$ cat config.mk
export PLATFORM = sky130hd
export DESIGN_NAME = baro_tlin
export DESIGN_NICKNAME = d
export VERILOG_FILES = /design/src/hw/rtl/baro_sensor_compensation_macros.svh /design/src/hw/rtl/baro_pkg.sv /design/src/hw/rtl/baro_tlin.sv
export SDC_FILE = /design/constraint.sdc
export NUM_CORES = 2
export LEC_CHECK = 0
export BUFFER_PORTS_ARGS = -buffer_cell sky130_fd_sc_hd__clkbuf_2
export CAP_MARGIN = 5
export CORE_MARGIN = 3
export CORE_UTILIZATION = 25
export CTS_BUF_LIST = sky130_fd_sc_hd__clkbuf_2
export DETAILED_ROUTE_END_ITERATION = 8
export GPL_TIMING_DRIVEN = 0
export SYNTH_ARGS = -nofsm -noshare
export SYNTH_HDL_FRONTEND = slang
export SYNTH_SLANG_ARGS = --single-unit
$ cat constraint.sdc
create_clock -name clk_i -period 9.6 [get_ports clk_i]
set_clock_uncertainty 0.05 [all_clocks]
set_input_delay 2.88 -clock clk_i [delete_from_list [all_inputs] [get_ports clk_i]]
set_output_delay 2.88 -clock clk_i [all_outputs]
set_load 0.1 [all_outputs]
$ cat src/hw/rtl/baro_sensor_compensation_macros.svh
// Assertion helpers for the compensation pipeline
`ifndef BARO_SENSOR_COMPENSATION_MACROS_SVH
`define BARO_SENSOR_COMPENSATION_MACROS_SVH

`define BARO_ASSERT_NOW(lbl, ante, cons, msg) \
  lbl: assert property (@(posedge clk_i) disable iff (!rst_ni) (ante) |-> (cons)) \
    else $error(msg);

`define BARO_ASSERT_NEXT(lbl, ante, cons, msg) \
  lbl: assert property (@(posedge clk_i) disable iff (!rst_ni) (ante) |=> (cons)) \
    else $error(msg);

`endif

$ cat src/hw/rtl/baro_pkg.sv
`timescale 1ns / 1ps
`default_nettype none

package baro_pkg;

  localparam int unsigned WideW    = 224;
  localparam int unsigned LimbW    = 32;
  localparam int unsigned NumLimbs = WideW / LimbW;
  localparam int unsigned TlinW    = 60;
  localparam int unsigned XSplit   = TlinW / 2;
  localparam int unsigned RawW     = 24;
  localparam int unsigned CfgW     = 48;

  typedef logic [WideW-1:0]        wide_t;
  typedef logic signed [TlinW-1:0] tlin_t;
  typedef logic signed [LimbW-1:0] narrow_t;

  typedef enum logic [1:0] {
    CfgTempCal   = 2'd0,
    CfgPressLow  = 2'd1,
    CfgPressMid  = 2'd2,
    CfgPressHigh = 2'd3
  } cfg_idx_e;

  typedef struct packed {
    logic [RawW-1:0] raw_pressure;
    logic [RawW-1:0] raw_temperature;
  } in_word_t;

  typedef struct packed {
    logic signed [23:0] temperature_out;
    logic [23:0]        pressure_out;
    logic               result_error;
  } out_word_t;

  // Offset that undoes the top-bit flip of every signed limb product
  function automatic wide_t mul_bias();
    wide_t r;
    r = '0;
    for (int k = 0; k < NumLimbs; k++) begin
      r = r + (wide_t'(1) << (2 * LimbW - 1 + LimbW * k));
    end
    return ~r + wide_t'(1);
  endfunction

  localparam wide_t MulBias = mul_bias();

  localparam logic signed [27:0] TqMax = 28'sd8388607;
  localparam logic signed [27:0] TqMin = -28'sd8388608;

  localparam int unsigned PressLsb = 175;
  localparam int unsigned PressW   = 24;
  localparam int unsigned SignBit  = WideW - 1;

endpackage

`default_nettype wire

$ cat src/hw/rtl/baro_tlin.sv
`timescale 1ns / 1ps
`default_nettype none

module baro_tlin (
  input  logic                      clk_i,
  input  logic                      en_i,
  input  logic [baro_pkg::RawW-1:0] raw_temperature_i,
  input  logic [39:0]               tcal_i,
  output baro_pkg::tlin_t           tl_o
);

  logic [15:0]        t1;
  logic [15:0]        t2;
  logic signed [7:0]  t3;
  logic signed [24:0] d_q;
  logic signed [41:0] m1_q;
  logic signed [41:0] m1b_q;
  logic signed [49:0] m2_q;
  logic signed [57:0] m3_q;
  baro_pkg::tlin_t    tl_q;

  assign t1 = tcal_i[15:0];
  assign t2 = tcal_i[31:16];
  assign t3 = $signed(tcal_i[39:32]);

  always_ff @(posedge clk_i) begin
    if (en_i) begin
      d_q   <= $signed({1'b0, raw_temperature_i}) - $signed({1'b0, t1, 8'h00});
      m1_q  <= d_q * $signed({1'b0, t2});
      m2_q  <= d_q * d_q;
      m1b_q <= m1_q;
      m3_q  <= m2_q * t3;
      tl_q  <= (baro_pkg::tlin_t'(m1b_q) <<< 18) + baro_pkg::tlin_t'(m3_q);
    end
  end

  assign tl_o = tl_q;

endmodule

`default_nettype wire

==> metrics.txt <==
largest net degree at the start of global routing 118; Worst-Margin Slew 1.412 ns; Die Height 493.6 um; r2r startpoint d_q[5]$_DFFE_PP_; GRT Util Overall 14.52%; Tmin final roughly 9.4 ns; Async SR Flop Fraction 0%; latest clock arrival within the worst-skew pair 1.34 ns; final-stage net count 8046; syn nets 7852; Synth cell types 76; TritonCTS clock tree done; Clock Path Buffers 3; Routed Antenna Nets 0; r2r setup slk 0.17 ns; area of the multi-input gates 44540 um2; worst r2r path cells 25; Placer Congestion 0.9433; Worst-path clk slew 0.10 ns; CP Capture Type register; DP Worst Slack -0.9585 ns; Reg area 8288 um2; Clock Sinks about 280; Fillers 24890; Mapped Avg Cell Area 9.810 um2; layout cells sized above 1 roughly 4.7%; max incr delay on CP 0.80 ns; Seq/Total Area, Yosys 13.95%; vias in the first global route about 45000; Post-Syn Area 59430 um2; Max-cap violations 0; critical path fanouts, max 10; initial core utilization about a quarter; Fin. Hold Viols 0; io pins 126; hold path depth 0; # setup viols final 0; first-pass GRT wire length ~270000 um; initial antenna violation count 27; Seq cells post-synth roughly 280; site row count 178; Max Transition Viols Final 0; CP Launch Type register; clock root cell clkbuf_2; Via-to-Cell Ratio 4.409; most frequent cells in the layout inv_1, fa_1, nand2_1, and2_1, ha_1; wire length per cell 18.52 um; fin crit share between 90% and 100%; CP dominant cell by count fa_1; hold path endpoint m1b_q[0]$_DFFE_PP_; Worst EP required 10.61 ns; f_max 0.1060 GHz; commonest non-fill, non-tap cell in the layout inv_1; main flop type after synthesis edfxtp_1; die width between 400 and 500 um; hold_sp m1_q[0]$_DFFE_PP_; status finished, final reports clean; Post-Synthesis Cells 6058; Setup CP Type reg2reg; router iterations before antenna repair 7; Critical R2R Capture m2_q[47]$_DFFE_PP_; aggregate routed wire length between 150000 and 200000 um; number of DRC markers in iteration 0 2967; slew margin rel. 5.894%; Remaining Overflow, GRT 0; H-tree Lvls 3; dpl hpwl 146300 um; min-delay worst type reg2reg; Die Area ~240000 um2; fin worst setup slack 0.1674 ns; Worst EP arrival about 10 ns; Post-synth EDFFs approximately 280; port bufs 112; DRC viols 0; Core Box Area 235900 um2; Vias 41740; synth warn 0; CTS Hold Bufs 0; CTS buffer count 77; slowest stage cell, crit path clkbuf_1; Layout area overhead 9.160%
## synth_stat cells, drive strengths merged (28+ instances only)
cell    number  area (um2)
o21ai      108       544.3
xnor2      142        1244
edfxtp     276        8288
inv       1547        5807
nand2      618        2320
ha         426        5330
and2       524        3278
clkbuf     214       803.3
nor2       119       446.7
nor2b       45       281.5
xor2        68       595.6
a21oi      163       823.3
nor3        35       185.2
fa        1302       26070
nand2b      72       450.4
nand3       28       140.1
a21o       103       773.2
## worst max-delay path: cells and delay by family (launching register included)
| family | cells | cell delay (ns) |
|---|---|---|
| adders and majority gates | 8 | 4.11 |
| AOI/OAI and AO/OA | 4 | 1.37 |
| and+or+nand+nor | 6 | 1.36 |
| buffers and inverters | 6 | 1.10 |
| DFF | 1 | 0.73 |
| xor gates and xnor gates | 1 | 0.46 |
## logic make-up (layout without fill, tap and decap cells)
kind of cell               Yosys count  after routing  synth area share (%)
adders and majority gates         1728           1728                 52.83
DFF                                276            276                 13.95
muxes                                4              4               0.06948
AOI/OAI and AO/OA                  546            546                 5.958
buffers and inverters             1764           2011                 11.15
and+or+nand+nor                   1528           1528                 12.95
other                                2             14               0.01264
xor gates and xnor gates           210            210                 3.095
## layout make-up
type,instances,area share [%]
clock inverter,26,0.3510
clock buffer,106,0.8177
multi-input combinational,4018,68.65
tap,3150,6.075
inverter,1547,8.951
sequential,276,12.78
buffer,216,1.348
timing repair buffer,116,0.9855
antenna,12,0.04629
## flip-flops by register name, summed over array words and instances (netlist names)
signal / cells
m1_q: 42
m3_q: 58
tl_o: 60
d_q: 25
m1b_q: 42
m2_q: 49
## worst max path at each step
stage,startpoint,endpoint,slack [ns],cells past startpoint
floorplan,tcal_i[21],m1_q[40]$_DFFE_PP_,0.64,25
global placement,d_q[18]$_DFFE_PP_,m2_q[45]$_DFFE_PP_,-1.04,26
global route,d_q[12]$_DFFE_PP_,m2_q[45]$_DFFE_PP_,-0.02,26
detailed placement,d_q[18]$_DFFE_PP_,m2_q[45]$_DFFE_PP_,-0.96,26
finish,d_q[5]$_DFFE_PP_,m2_q[47]$_DFFE_PP_,0.17,25
CTS,d_q[12]$_DFFE_PP_,m2_q[45]$_DFFE_PP_,0.004,26
## metrics by stage
step                      TNS [ns]  hold slack (ns)  utilization (%)  instances  instance area [um2]
final                            0           0.3699            27.51       9467                64870
after global routing      -0.01677           0.3834            27.50       9459                64850
after CTS                        0           0.3679            27.47       9455                64800
after detailed placement    -19.99           0.3545            27.13       9322                64000
after global placement      -19.30           0.3514            27.11       9320                63930
after floorplan                  0           0.3503                -       6058                59430
## timing repair
item,CTS,global route
setup endpoints to repair,22,15
buffers inserted,2,0
resized for setup,23,34
## layer usage
metal	global-route usage, %	vias to the layer above	routed length (um)
li1	-	18580	-
met1	19.64	21180	75810
met2	22.63	1628	77340
met3	3.464	346	15750
met4	5.132	6	6410
met5	0	-	41
Power is not shown: default switching activity piles up to over one toggle a cycle in this logic, so the estimate is an artifact.
